===== config.mk =====
export PLATFORM = sky130hd
export DESIGN_NAME = combined_lcg_shuffle_rng_unit_flat
export DESIGN_NICKNAME = d
export VERILOG_FILES = /design/src/sv/clsr_pkg.sv /design/src/sv/clsr_req_if.sv /design/src/sv/clsr_rsp_if.sv /design/src/sv/combined_lcg_shuffle_rng_unit.sv /design/src/sv/clsr_datapath.sv /design/src/sv/clsr_ctrl.sv /design/src/flat_wrapper.sv
export SDC_FILE = /design/constraint.sdc
export NUM_CORES = 2
export LEC_CHECK = 0
export ABC_AREA = 1
export BUFFER_PORTS_ARGS = -buffer_cell sky130_fd_sc_hd__buf_2
export CORE_ASPECT_RATIO = 1.75
export CORE_MARGIN = 2
export CORE_UTILIZATION = 60
export DETAILED_ROUTE_END_ITERATION = 8
export GPL_TIMING_DRIVEN = 0
export HOLD_SLACK_MARGIN = 0.08
export PLACE_DENSITY = 0.82
export SLEW_MARGIN = 20
export SYNTH_ARGS = -nofsm -noshare
export SYNTH_HDL_FRONTEND = slang
export SYNTH_SLANG_ARGS = --single-unit

===== constraint.sdc =====
create_clock -name clk -period 8.6 [get_ports clk]
set_input_delay 0.86 -clock clk [delete_from_list [all_inputs] [get_ports clk]]
set_output_delay 0.86 -clock clk [all_outputs]
set_load 0.05 [all_outputs]

===== src/sv/clsr_pkg.sv =====
// Shared constants, types and encodings for the combined LCG shuffle random source.
package clsr_pkg;

  localparam int unsigned TABLE_DEPTH = 32;
  localparam int unsigned WARMUP      = 8;

  localparam int unsigned VAL_W  = 31;
  localparam int unsigned MUL_W  = 16;
  localparam int unsigned PROD_W = VAL_W + MUL_W;
  localparam int unsigned FOLD_W = 8;

  localparam logic [VAL_W-1:0] MOD1       = 31'd2147483563;
  localparam logic [VAL_W-1:0] MOD2       = 31'd2147483399;
  localparam logic [VAL_W-1:0] MOD1_LESS1 = MOD1 - 31'd1;
  localparam logic [MUL_W-1:0] MUL1       = 16'd40014;
  localparam logic [MUL_W-1:0] MUL2       = 16'd40692;
  localparam logic [VAL_W-1:0] GEN1_RESET = 31'd1;
  localparam logic [VAL_W-1:0] GEN2_RESET = 31'd123456789;

  // 2^31 mod M for each modulus
  localparam logic [FOLD_W-1:0] FOLD1 = FOLD_W'((64'd1 << VAL_W) - 64'(MOD1));
  localparam logic [FOLD_W-1:0] FOLD2 = FOLD_W'((64'd1 << VAL_W) - 64'(MOD2));

  localparam logic [63:0] NDIV = 64'd1 + (64'(MOD1) - 64'd1) / 64'(TABLE_DEPTH);

  // selector / NDIV via reciprocal estimate plus one correction step
  localparam int unsigned RECIP_SH = 40;
  localparam int unsigned RECIP_W  = 17;
  localparam logic [RECIP_W-1:0] RECIP = RECIP_W'((64'd1 << RECIP_SH) / NDIV);
  localparam int unsigned EP_W = VAL_W + RECIP_W;

  localparam int unsigned IDX_W = $clog2(TABLE_DEPTH);
  localparam int unsigned EST_W = IDX_W + 1;
  localparam int unsigned CNT_W = $clog2(TABLE_DEPTH + WARMUP);
  localparam logic [CNT_W-1:0] SEED_CNT = CNT_W'(TABLE_DEPTH + WARMUP - 1);

  localparam logic OP_DRAW   = 1'b0;
  localparam logic OP_RESEED = 1'b1;

  typedef enum logic [2:0] {
    ST_IDLE,
    ST_SEED_MUL,
    ST_SEED_RED,
    ST_MUL,
    ST_RED,
    ST_IDX,
    ST_WR
  } state_t;

  typedef struct packed {
    logic load_seed;
    logic mul_first;
    logic mul_second;
    logic red_first;
    logic red_second;
    logic warm_step;
    logic read_tab;
    logic finish;
  } clsr_cmd_t;

  typedef struct packed {
    logic cnt_zero;
  } clsr_sts_t;

endpackage


===== src/sv/clsr_req_if.sv =====
// Request channel: opcode and seed magnitude.
interface clsr_req_if;
  logic                        valid;
  logic                        ready;
  logic                        opcode;
  logic [clsr_pkg::VAL_W-1:0]  seed_magnitude;

  modport source (output valid, output opcode, output seed_magnitude, input ready);
  modport sink   (input valid, input opcode, input seed_magnitude, output ready);
endinterface


===== src/sv/clsr_rsp_if.sv =====
// Response channel: uniform deviate.
interface clsr_rsp_if;
  logic                        valid;
  logic                        ready;
  logic [clsr_pkg::VAL_W-1:0]  deviate;

  modport source (output valid, output deviate, input ready);
  modport sink   (input valid, input deviate, output ready);
endinterface


===== src/sv/combined_lcg_shuffle_rng_unit.sv =====
// Draw: taken in ST_IDLE, then ST_RED, ST_IDX and ST_WR; ST_WR waits while a prior
//   deviate is unaccepted, and no new request is taken until ST_IDLE. Reseed: the warm-up
//   steps the shared first-generator multiply and reduce loop, then a normal draw.
// The deviate register frees the request side while a response waits.
// Reset (rst, synchronous) restores both generators and the selector and marks
//   every shuffle entry invalid, so unwritten entries read as zero.
module combined_lcg_shuffle_rng_unit (
  input logic       clk,
  input logic       rst,
  clsr_req_if.sink  req,
  clsr_rsp_if.source rsp
);
  import clsr_pkg::*;

  clsr_cmd_t cmd;
  clsr_sts_t sts;

  clsr_ctrl u_ctrl (
    .clk        (clk),
    .rst        (rst),
    .req_valid  (req.valid),
    .req_opcode (req.opcode),
    .req_ready  (req.ready),
    .rsp_valid  (rsp.valid),
    .rsp_ready  (rsp.ready),
    .cmd        (cmd),
    .sts        (sts)
  );

  clsr_datapath u_dp (
    .clk     (clk),
    .rst     (rst),
    .cmd     (cmd),
    .sts     (sts),
    .seed    (req.seed_magnitude),
    .deviate (rsp.deviate)
  );

  a_dev_range: assert property (@(posedge clk) disable iff (rst)
    rsp.valid |-> (rsp.deviate != '0) && (rsp.deviate <= MOD1_LESS1))
    else $error("deviate out of range");

  a_busy_after_req: assert property (@(posedge clk) disable iff (rst)
    req.valid && req.ready |=> !req.ready)
    else $error("request taken while busy");

  a_draw_latency: assert property (@(posedge clk) disable iff (rst)
    req.valid && req.ready && (req.opcode == OP_DRAW) && !rsp.valid |-> ##4 rsp.valid)
    else $error("draw response late");

endmodule


===== src/sv/clsr_datapath.sv =====
// Generators, modular reduction, shuffle table memory and result register.
module clsr_datapath (
  input  logic                        clk,
  input  logic                        rst,
  input  clsr_pkg::clsr_cmd_t         cmd,
  output clsr_pkg::clsr_sts_t         sts,
  input  logic [clsr_pkg::VAL_W-1:0]  seed,
  output logic [clsr_pkg::VAL_W-1:0]  deviate
);
  import clsr_pkg::*;

  function automatic logic [VAL_W-1:0] fold_mod(input logic [PROD_W-1:0] p,
                                                input logic [FOLD_W-1:0] f,
                                                input logic [VAL_W-1:0]  m);
    logic [VAL_W:0] hi_x;
    logic [VAL_W:0] s;
    hi_x = (VAL_W+1)'(p[PROD_W-1:VAL_W]);
    s = {1'b0, p[VAL_W-1:0]} + hi_x * (VAL_W+1)'(f);
    if (s >= {1'b0, m}) begin
      s = s - {1'b0, m};
    end
    return s[VAL_W-1:0];
  endfunction

  function automatic logic [IDX_W-1:0] table_index(input logic [VAL_W-1:0] sel,
                                                   input logic [EP_W-1:0]  ep);
    logic [EST_W-1:0] est;
    logic [EST_W:0]   q;
    logic [63:0]      bound;
    est   = ep[RECIP_SH +: EST_W];
    bound = (64'(est) + 64'd1) * NDIV;
    if (64'(sel) >= bound) begin
      q = {1'b0, est} + (EST_W+1)'(1);
    end else begin
      q = {1'b0, est};
    end
    if (q >= (EST_W+1)'(TABLE_DEPTH)) begin
      q = (EST_W+1)'(TABLE_DEPTH - 1);
    end
    return q[IDX_W-1:0];
  endfunction

  logic [VAL_W-1:0]  first_gen;
  logic [VAL_W-1:0]  second_gen;
  logic [VAL_W-1:0]  selector;
  logic [CNT_W-1:0]  cnt;
  logic [PROD_W-1:0] prod1;
  logic [PROD_W-1:0] prod2;
  logic [EP_W-1:0]   est_prod;
  logic [IDX_W-1:0]  idx;
  logic [VAL_W-1:0]  rd_data;
  logic              rd_valid;

  logic [VAL_W-1:0]       mem [TABLE_DEPTH];
  logic [TABLE_DEPTH-1:0] tab_valid;

  logic [VAL_W-1:0] first_red;
  logic [VAL_W-1:0] second_red;
  logic [VAL_W-1:0] seed_v;
  logic [IDX_W-1:0] rd_addr;
  logic [VAL_W-1:0] entry;
  logic [VAL_W-1:0] result;
  logic             warm_in_tab;
  logic             wr_en;
  logic [IDX_W-1:0] wr_addr;
  logic [VAL_W-1:0] wr_data;

  assign first_red   = fold_mod(prod1, FOLD1, MOD1);
  assign second_red  = fold_mod(prod2, FOLD2, MOD2);
  assign seed_v      = (seed == '0) ? VAL_W'(1) : seed;
  assign rd_addr     = table_index(selector, est_prod);
  assign entry       = rd_valid ? rd_data : '0;
  assign warm_in_tab = (32'(cnt) < TABLE_DEPTH);
  assign sts.cnt_zero = (cnt == '0);

  always_comb begin
    if (entry > second_gen) begin
      result = entry - second_gen;
    end else begin
      result = MOD1_LESS1 - (second_gen - entry);
    end
  end

  always_comb begin
    wr_en   = 1'b0;
    wr_addr = idx;
    wr_data = first_gen;
    if (cmd.red_first && cmd.warm_step && warm_in_tab) begin
      wr_en   = 1'b1;
      wr_addr = cnt[IDX_W-1:0];
      wr_data = first_red;
    end else if (cmd.finish) begin
      wr_en = 1'b1;
    end
  end

  always_ff @(posedge clk) begin
    if (rst) begin
      first_gen  <= GEN1_RESET;
      second_gen <= GEN2_RESET;
      selector   <= '0;
      cnt        <= '0;
    end else begin
      if (cmd.load_seed) begin
        first_gen  <= seed_v;
        second_gen <= seed_v;
        cnt        <= SEED_CNT;
      end
      if (cmd.red_first) begin
        first_gen <= first_red;
      end
      if (cmd.red_second) begin
        second_gen <= second_red;
      end
      if (cmd.warm_step) begin
        cnt <= cnt - CNT_W'(1);
        if (cnt == '0) begin
          selector <= first_red;
        end
      end
      if (cmd.finish) begin
        selector <= result;
      end
    end
  end

  always_ff @(posedge clk) begin
    if (cmd.mul_first) begin
      prod1 <= PROD_W'(first_gen) * PROD_W'(MUL1);
    end
    if (cmd.mul_second) begin
      prod2    <= PROD_W'(second_gen) * PROD_W'(MUL2);
      est_prod <= EP_W'(selector) * EP_W'(RECIP);
    end
    if (cmd.read_tab) begin
      idx <= rd_addr;
    end
    if (cmd.finish) begin
      deviate <= result;
    end
  end

  always_ff @(posedge clk) begin
    if (wr_en) begin
      mem[wr_addr] <= wr_data;
    end
    if (cmd.read_tab) begin
      rd_data <= mem[rd_addr];
    end
  end

  always_ff @(posedge clk) begin
    if (rst) begin
      tab_valid <= '0;
      rd_valid  <= 1'b0;
    end else begin
      if (wr_en) begin
        tab_valid[wr_addr] <= 1'b1;
      end
      if (cmd.read_tab) begin
        rd_valid <= tab_valid[rd_addr];
      end
    end
  end

endmodule


===== src/sv/clsr_ctrl.sv =====
// Sequencer for reseed warm-up and draw steps, plus response valid.
module clsr_ctrl (
  input  logic                 clk,
  input  logic                 rst,
  input  logic                 req_valid,
  input  logic                 req_opcode,
  output logic                 req_ready,
  output logic                 rsp_valid,
  input  logic                 rsp_ready,
  output clsr_pkg::clsr_cmd_t  cmd,
  input  clsr_pkg::clsr_sts_t  sts
);
  import clsr_pkg::*;

  state_t state;
  state_t state_next;
  logic   out_valid;
  logic   out_valid_next;

  assign rsp_valid = out_valid;

  always_ff @(posedge clk) begin
    if (rst) begin
      state     <= ST_IDLE;
      out_valid <= 1'b0;
    end else begin
      state     <= state_next;
      out_valid <= out_valid_next;
    end
  end

  always_comb begin
    state_next = state;
    cmd        = '0;
    req_ready  = 1'b0;
    out_valid_next = out_valid && !rsp_ready;
    case (state)
      ST_IDLE: begin
        req_ready = 1'b1;
        if (req_valid) begin
          if (req_opcode == OP_RESEED) begin
            cmd.load_seed = 1'b1;
            state_next    = ST_SEED_MUL;
          end else begin
            cmd.mul_first  = 1'b1;
            cmd.mul_second = 1'b1;
            state_next     = ST_RED;
          end
        end
      end
      ST_SEED_MUL: begin
        cmd.mul_first = 1'b1;
        state_next    = ST_SEED_RED;
      end
      ST_SEED_RED: begin
        cmd.red_first = 1'b1;
        cmd.warm_step = 1'b1;
        state_next    = sts.cnt_zero ? ST_MUL : ST_SEED_MUL;
      end
      ST_MUL: begin
        cmd.mul_first  = 1'b1;
        cmd.mul_second = 1'b1;
        state_next     = ST_RED;
      end
      ST_RED: begin
        cmd.red_first  = 1'b1;
        cmd.red_second = 1'b1;
        state_next     = ST_IDX;
      end
      ST_IDX: begin
        cmd.read_tab = 1'b1;
        state_next   = ST_WR;
      end
      ST_WR: begin
        if (!out_valid || rsp_ready) begin
          cmd.finish     = 1'b1;
          out_valid_next = 1'b1;
          state_next     = ST_IDLE;
        end
      end
      default: begin
        state_next = ST_IDLE;
      end
    endcase
  end

endmodule


===== src/flat_wrapper.sv =====
// flat-port wrapper written by rule: the top's interface ports become plain ports
module combined_lcg_shuffle_rng_unit_flat import clsr_pkg::*;
  (clk, rst, req_valid, req_opcode, req_seed_magnitude, req_ready, rsp_valid, rsp_deviate, rsp_ready);
  clsr_req_if req_i ();
  clsr_rsp_if rsp_i ();
  input logic clk;
  input logic rst;
  input wire logic [$bits(req_i.valid)-1:0] req_valid;
  input wire logic [$bits(req_i.opcode)-1:0] req_opcode;
  input wire logic [$bits(req_i.seed_magnitude)-1:0] req_seed_magnitude;
  output wire logic [$bits(req_i.ready)-1:0] req_ready;
  output wire logic [$bits(rsp_i.valid)-1:0] rsp_valid;
  output wire logic [$bits(rsp_i.deviate)-1:0] rsp_deviate;
  input wire logic [$bits(rsp_i.ready)-1:0] rsp_ready;
  assign req_i.valid = req_valid;
  assign req_i.opcode = req_opcode;
  assign req_i.seed_magnitude = req_seed_magnitude;
  assign req_ready = req_i.ready;
  assign rsp_valid = rsp_i.valid;
  assign rsp_deviate = rsp_i.deviate;
  assign rsp_i.ready = rsp_ready;
  combined_lcg_shuffle_rng_unit u_core (.clk(clk), .rst(rst), .req(req_i), .rsp(rsp_i));
endmodule

Word level (Yosys, flattened, before mapping)
Memory sizes are Yosys's and may differ from the RTL's. A register that Yosys moved wholly into a read port is not among the register bits.
Index checks and enable logic that the tools add are counted.
W data, S select, Z words.
{ "word_totals": {"register_bits": 294, "ramBits": 992, "in_bits": 36, "word_cells": 111, "mem_count": 1} }
{ "memory_table": {"columns": ["memory", "depth", "width", "read_ports", "rd_clocked_by_memory_dff", "wr", "line", "rtl"], "rows": [
  ["u_core.u_dp.mem", 32, 31, 1, 1, 1, "clsr_datapath.sv:54", "logic [VAL_W-1:0] mem [TABLE_DEPTH];"]
]} }
{ "op_classes": {"n_addsub": 10, "mul": 5, "magnitude_cmp": 9, "n_eq_ne": 8, "mux": 45, "bitwise": 1, "reduce_logical": 19} }
{ "ops": {"columns": ["operator", "count"], "rows": [
  ["$mux W31", 12],
  ["$ge A32 B31 Y1 const B", 2],
  ["$sub A31 B31 Y31", 2],
  ["$sub A31 B31 Y31 const B", 2],
  ["$mul A31 B15 Y46 const B", 1],
  ["$mul A31 B14 Y45 const B", 1],
  ["$add A31 B23 Y32", 1],
  ["$add A31 B24 Y32", 1],
  ["$ge A31 B32 Y1", 1],
  ["$or A32 B32 Y32", 1],
  ["$gt A31 B31 Y1", 1],
  ["$logic_not A31 Y1", 1],
  ["$mul A6 B25 Y31 const B", 1],
  ["$sub A31 B31 Y31 const A", 1],
  ["$mul A16 B8 Y24 const B", 1],
  ["$mul A16 B7 Y23 const B", 1],
  ["$pmux W3 S7", 1],
  ["$mux W6", 3],
  ["$mux W1", 17],
  ["$add A5 B1 Y6 const B", 2],
  ["$lt A5 B6 Y1 const B", 2],
  ["$mux W3", 4],
  ["$mux W5", 2],
  ["$reduce_bool A2 Y1", 5],
  ["other kinds (19)", 31]
]} }

Depth between registers and ports, before layout
{ "depth": {"depth_word": 11, "ltp_mapped": 43} }

By module
Synthesis repeated with hierarchy kept, for this count alone.
{ "unflattened": {"hier_cells": 8139, "hier_area_um2": 81575.7} }
{ "by_module_without_submodules": {"columns": ["mod", "n_inst", "cells_each", "area_each_um2", "seq_area_each_um2"], "rows": [
  ["clsr_datapath", 1, 8086, 81286.7, 37325.8],
  ["clsr_ctrl", 1, 53, 289.0, 80.1]
]} }

Worst setup path after synthesis
Ideal clock, no wire load.
{ "synth_timing": {"path_type": "register to register", "startpoint": "reg u_core.u_dp.est_prod[40]", "endpoint": "reg u_core.u_dp.rd_data[2], read port of u_core.u_dp.mem (data pin)", "setup_time_ns": 0.253, "arrival_time_ns": 6.865, "slack_ns": 1.482, "stages_incl_launch_ff": 41, "n_path_buf": 2, "synth_period_minus_slack_ns": 7.118, "path_cell_list": "edfxtp_1 -> ha_1 -> nand3_1 -> xor2_1 -> fa_1 -> inv_1 -> fa_1 -> xor2_1 -> ha_1 -> a21oi_1 -> inv_1 -> ha_1 -> inv_2 -> nand2_2 -> and2_1 -> inv_1 -> fa_1 -> xor2_1 -> [... 5 more ...] -> nand2_1 -> nand2_1 -> a21oi_1 -> nor2_1 -> nor2_2 -> nand3_2 -> nand2_4 -> nand2_4 -> buf_4 -> buf_2 -> o21ai_0 -> inv_1 -> o21ai_0 -> o211ai_1 -> nand3_1 -> nand2_1 -> nand2_1 -> nand2_1"} }
{ "synth_via": {"elab_chain_cells": 6, "word_cells_on_any_way": 7, "cone_classes": "add/sub (2); mul (1); order compare (2); mux (2)"} }
{ "synth_rtl": {"columns": ["item", "line", "rtl"], "rows": [
  ["from (decl)", "clsr_datapath.sv:49", "logic [EP_W-1:0] est_prod;"],
  ["from (signal assigned)", "clsr_datapath.sv:133", "est_prod <= EP_W'(selector) * EP_W'(RECIP);"],
  ["$add A5 B1 Y6", "clsr_datapath.sv:31, clsr_datapath.sv:33", null],
  ["$mul A6 B25 Y31", "clsr_datapath.sv:31", "bound = (64'(est) + 64'd1) * NDIV;"],
  ["$ge A31 B32 Y1", "clsr_datapath.sv:32", "if (64'(sel) >= bound) begin"],
  ["$mux W6 *", "clsr_datapath.sv:32", null],
  ["$ge A6 B6 Y1", "clsr_datapath.sv:37", "if (q >= (EST_W+1)'(TABLE_DEPTH)) begin"],
  ["$mux W5 *", "clsr_datapath.sv:37", null],
  ["to (decl)", "clsr_datapath.sv:51", "logic [VAL_W-1:0] rd_data;"]
]} }
Mark *: on every way between the ends. The rest lies on a longest branch, timed or not.
A chain may end at the register's enable or synchronous reset.

Worst setup path in the final report
{ "layout_timing": {"startpoint": "reg u_core.u_dp.est_prod[40]", "endpoint": "reg u_core.u_dp.rd_data[0], read port of u_core.u_dp.mem (data pin)"} }
Same word-level chain as after synthesis.

==> run summary <==
Hold violation count in the final report: 0. The most numerous cell type found on the critical path is sky130_fd_sc_hd__nand2_1. After detailed routing, the total wire length is 282000 um.

The run gives 0 as the number of slew-limit violations in the final report. The wire length of the first global-routing pass is 405000 um. For this block, the initial DRC count from the detailed router was 6127. For the finished layout cell area, the log shows 90700 um2.

In the layout the commonest cells are sky130_fd_sc_hd__inv_1, sky130_fd_sc_hd__edfxtp_1, sky130_fd_sc_hd__nand2_1. In this run, distinct cell masters in the synthesized netlist total 63. Number of nets in the layout: 9393. Most common library cell in the layout ignoring fill and taps: sky130_fd_sc_hd__inv_1. Summing all multi-input logic gate instances after layout gives 38700 um2. At the pin with the least slew margin, the transition time is 1190 ps. STA classifies the critical path startpoint as a flop. The post-synthesis cell count is 8037, and the maximum clock rate is 120 MHz. The mean area per synthesized cell is 10.1 um2.

The worst flop-to-flop path endpoint is u_core.u_dp.rd_data[0]. The core region is 135000 um2. The tools report the maximum number of buffers from clock root to sink as 3. After detailed routing, the number of vias per cell comes to 6.16. From left edge to right edge, the die measures 282 um. Measured along the y axis, the die boundary spans 491 um. The initial core utilization was 0.605; the post-route non-filler standard cell count was 10194.

For the number of global-route vias before repair, the log shows 64001. After legalization and detailed placement, the total HPWL measured 218000 um. After floorplanning, the core was divided into 178 placement rows. The initial antenna violation count is 18, and the post-synthesis mux area share is 0. The count of pins on the block boundary is 69, and the setup-violating endpoint count in the final report is 0. Setup repair after global routing could not meet its margin everywhere. The count of state elements after synthesis was 1291. The detailed router placed 62757 vias in this run. The total overflow left after global routing is 0. The logs give 3 for the depth of the CTS H-tree and 37400 um2 for the sequential standard cell area. The clock latency at the later pin of the worst-skew pair was 800 ps.

The remaining max-slew budget at the tightest pin is 0.206. The ratio of final minimum period to clock period was 0.971; the post-detailed-route count of antenna-violating nets was 0. TritonCTS built the clock tree.

The worst clock skew was 57.8 ps. The area share of and/or/nand/nor cells after synthesis was 0.111; the stage delay of the slowest cell on the critical path was 630 ps. The mapped netlist covers 81300 um2. The die covers 139000 um2. Counting the fill cells in the layout gives 10171.

The count of clock tree sinks is 1291, and the top fanout value on the critical path is 10. The end point of the critical path was u_core.u_dp.rd_data[0]. The run gives 111 as the CTS buffer count.

Dividing the detail-routed wire length by the instance count gives 27.7 um. The compound-gate portion of the synthesized area was 0.121. The tools report the category of the worst setup path capture point as a flop.

The share of post-route cells with drive strength above 1 works out to 0.0838. The xor/xnor share of the synthesized area came out at 0.0235. The tool flagged a number of max-cap violations equal to 0. After synthesis, the largest family of logic cells by area is adder cells. For the worst setup path, the data required time is 9220 ps. Flop-to-flop setup slack: 250 ps. The slowest cell on the critical path is sky130_fd_sc_hd__fa_2.

During synthesis, Yosys emitted a total of 0 warnings. The relative area change from synthesis to final layout was 11.6%. Synthesized-area fraction occupied by adder cells: 0.207. The count of port buffers added during placement came out at 68. In this run the critical register-to-register path is launched from u_core.u_dp.est_prod[40]. Counting flops with a built-in enable in the synthesized netlist gives 1155. Critical path arrival: 8970 ps.

The clock-pin slew on the worst setup and hold paths is 70 ps, and the number of instances in the placed design is 9974. Summing all placed instances gives a cell area of 86200 um2. The flow ran to the end, and the final reports show no timing, DRC or antenna violations.

The tools report the number of search-and-repair iterations in the first detailed-routing pass as 9. The fraction of the core area covered by cells at the end of the flow came out at 0.675. The type of the most critical hold path was in2reg. The category of the critical setup timing path is reg2reg.

In this run the most critical hold path is launched from req_seed_magnitude[17]. The final period demand of the worst path is 8350 ps, and the sequential fraction of the synthesis area is 0.460. CTS placed an instance of sky130_fd_sc_hd__clkbuf_16 at the clock tree root.

The tools report the pin count of the biggest net entering global routing as 51. At the end of routability-driven placement, the weighted congestion stood at 1.12. The proportion of synthesized flip-flops having asynchronous set or reset was 0; the length in cells of the worst reg-to-reg path was 32. In the synthesized netlist the dominant register cell turns out to be sky130_fd_sc_hd__edfxtp_1. Tracing the worst setup path back leads to its startpoint at u_core.u_dp.est_prod[40]. After detailed routing, the number of remaining DRC violations is 0. The all-layer global routing usage came out at 0.409. For the synthesized net count, the log shows 9135.
[timing repair]
item,CTS,global route
buffers inserted,2,6
gates resized for setup,32,148
setup endpoints to repair,32,33
cloned,0,1
hold buffers,0,0
pin swaps,1,12
[per-stage QoR]
step | hold slack (ps) | setup TNS (ps) | setup slack [ps]
after global routing | 368 | -749 | -134
final | 368 | 0 | 253
after CTS | 333 | 0 | 2.12
after global placement | 450 | -261370 | -1290
after floorplan | 437 | 0 | 1480
after detailed placement | 458 | -18460 | -778
[routing by layer]
metal	wire (um)	vias up	GRT usage
li1	-	27622	-
met1	84400	30212	0.403
met2	136000	3614	0.679
met3	24900	1291	0.101
met4	36100	18	0.414
met5	117	-	0
[cell families after synthesis]
group                    count (synthesis)
AO/OA/AOI/OAI                         1730
XOR/XNOR                               216
adder cells (fa/ha/maj)               1062
buffers and inverters                 1606
flip-flops                            1291
AND/OR/NAND/NOR                       2132
[synthesized netlist by cell type (4+ instances only)]
library cell                instances  area (um2)
sky130_fd_sc_hd__inv_2              9        33.8
sky130_fd_sc_hd__xor2_1           150        1310
sky130_fd_sc_hd__buf_6              8        90.1
sky130_fd_sc_hd__o2111ai_1          5        43.8
sky130_fd_sc_hd__nor4_1            13        81.3
sky130_fd_sc_hd__nor3_2             5        50.1
sky130_fd_sc_hd__fa_1             469        9390
sky130_fd_sc_hd__clkbuf_2           7        35.0
sky130_fd_sc_hd__ha_1             593        7420
sky130_fd_sc_hd__o221ai_1           6        52.6
sky130_fd_sc_hd__buf_1             17        63.8
sky130_fd_sc_hd__a21oi_1          333        1670
sky130_fd_sc_hd__edfxtp_1        1155       34700
sky130_fd_sc_hd__o21bai_1         227        1700
sky130_fd_sc_hd__clkbuf_1         106         398
sky130_fd_sc_hd__dfxtp_1          136        2720
sky130_fd_sc_hd__a21boi_0          16         120
sky130_fd_sc_hd__nand2_2           10        62.6
sky130_fd_sc_hd__nand3_1          481        2410
sky130_fd_sc_hd__buf_2            132         661
sky130_fd_sc_hd__or2_2             11        68.8
sky130_fd_sc_hd__o21a_1             7        52.6
sky130_fd_sc_hd__a21o_1            11        82.6
sky130_fd_sc_hd__o22ai_1            6        37.5
sky130_fd_sc_hd__a22o_1             8        70.1
sky130_fd_sc_hd__xnor2_1           63         552
sky130_fd_sc_hd__o21ai_0          810        4050
sky130_fd_sc_hd__nand3b_1          10        75.1
sky130_fd_sc_hd__a22oi_1           12        90.1
sky130_fd_sc_hd__nand2_1         1016        3810
sky130_fd_sc_hd__nand4_1           43         269
sky130_fd_sc_hd__a221oi_1           4        35.0
sky130_fd_sc_hd__o211ai_1         102         766
sky130_fd_sc_hd__o21ai_2           10        87.6
sky130_fd_sc_hd__nor3_1            33         165
sky130_fd_sc_hd__a31oi_1           54         338
sky130_fd_sc_hd__a211oi_1           7        52.6
sky130_fd_sc_hd__nor2_2             6        37.5
sky130_fd_sc_hd__inv_1           1308        4910
sky130_fd_sc_hd__o21ai_1          100         500
sky130_fd_sc_hd__buf_4             18         135
sky130_fd_sc_hd__nor2_1           489        1840
[flip-flops by register name, summed over array words and instances, names as in the netlist]
register / flops
u_core.u_dp.cnt: 6
u_core.u_dp.second_gen: 31
u_core.u_dp.rd_data: 31
u_core.u_dp.prod1: 46
u_core.u_dp.mem: 992
u_core.u_dp.rd_valid: 1
u_core.u_ctrl.state: 3
u_core.u_dp.prod2: 45
u_core.u_dp.idx: 5
u_core.u_dp.tab_valid: 32
u_core.u_dp.first_gen: 31
u_core.u_dp.selector: 31
u_core.u_dp.est_prod: 5
u_core.u_ctrl.rsp_valid: 1
u_core.u_dp.deviate: 31
[critical path: cells and delay by family (launching register included)]
family / cells / cell delay, ps
buf+inv: 5 / 1140
fa+ha+maj: 7 / 2870
simple gates: 14 / 2720
flops: 1 / 450
xor+xnor: 2 / 400
compound gates: 4 / 590
[how the worst min path moves through the flow]
stage                                 end  slack [ps]  cells after the start
2_1_floorplan    u_core.u_dp.est_prod[40]         440                      0
3_3_place_gp    u_core.u_dp.tab_valid[12]         450                      2
3_5_place_dp    u_core.u_dp.tab_valid[21]         460                      2
4_1_cts        u_core.u_dp.second_gen[17]         330                      3
5_1_grt        u_core.u_dp.second_gen[17]         370                      3
6_report       u_core.u_dp.second_gen[17]         370                      3
[cell type report]
cell class,count,share of cell area
plain buffers,287,0.0169
clock inverters,74,0.0102
clock buffers,132,0.0323
repair buffers,145,0.0229
flip-flops and latches,1291,0.412
inverters,1318,0.0545
well taps,1800,0.0248
diodes,6,0.000165
multi-input cells,5141,0.426
Power is not shown: default switching activity piles up to over one toggle a cycle in this logic, so the estimate is an artifact.
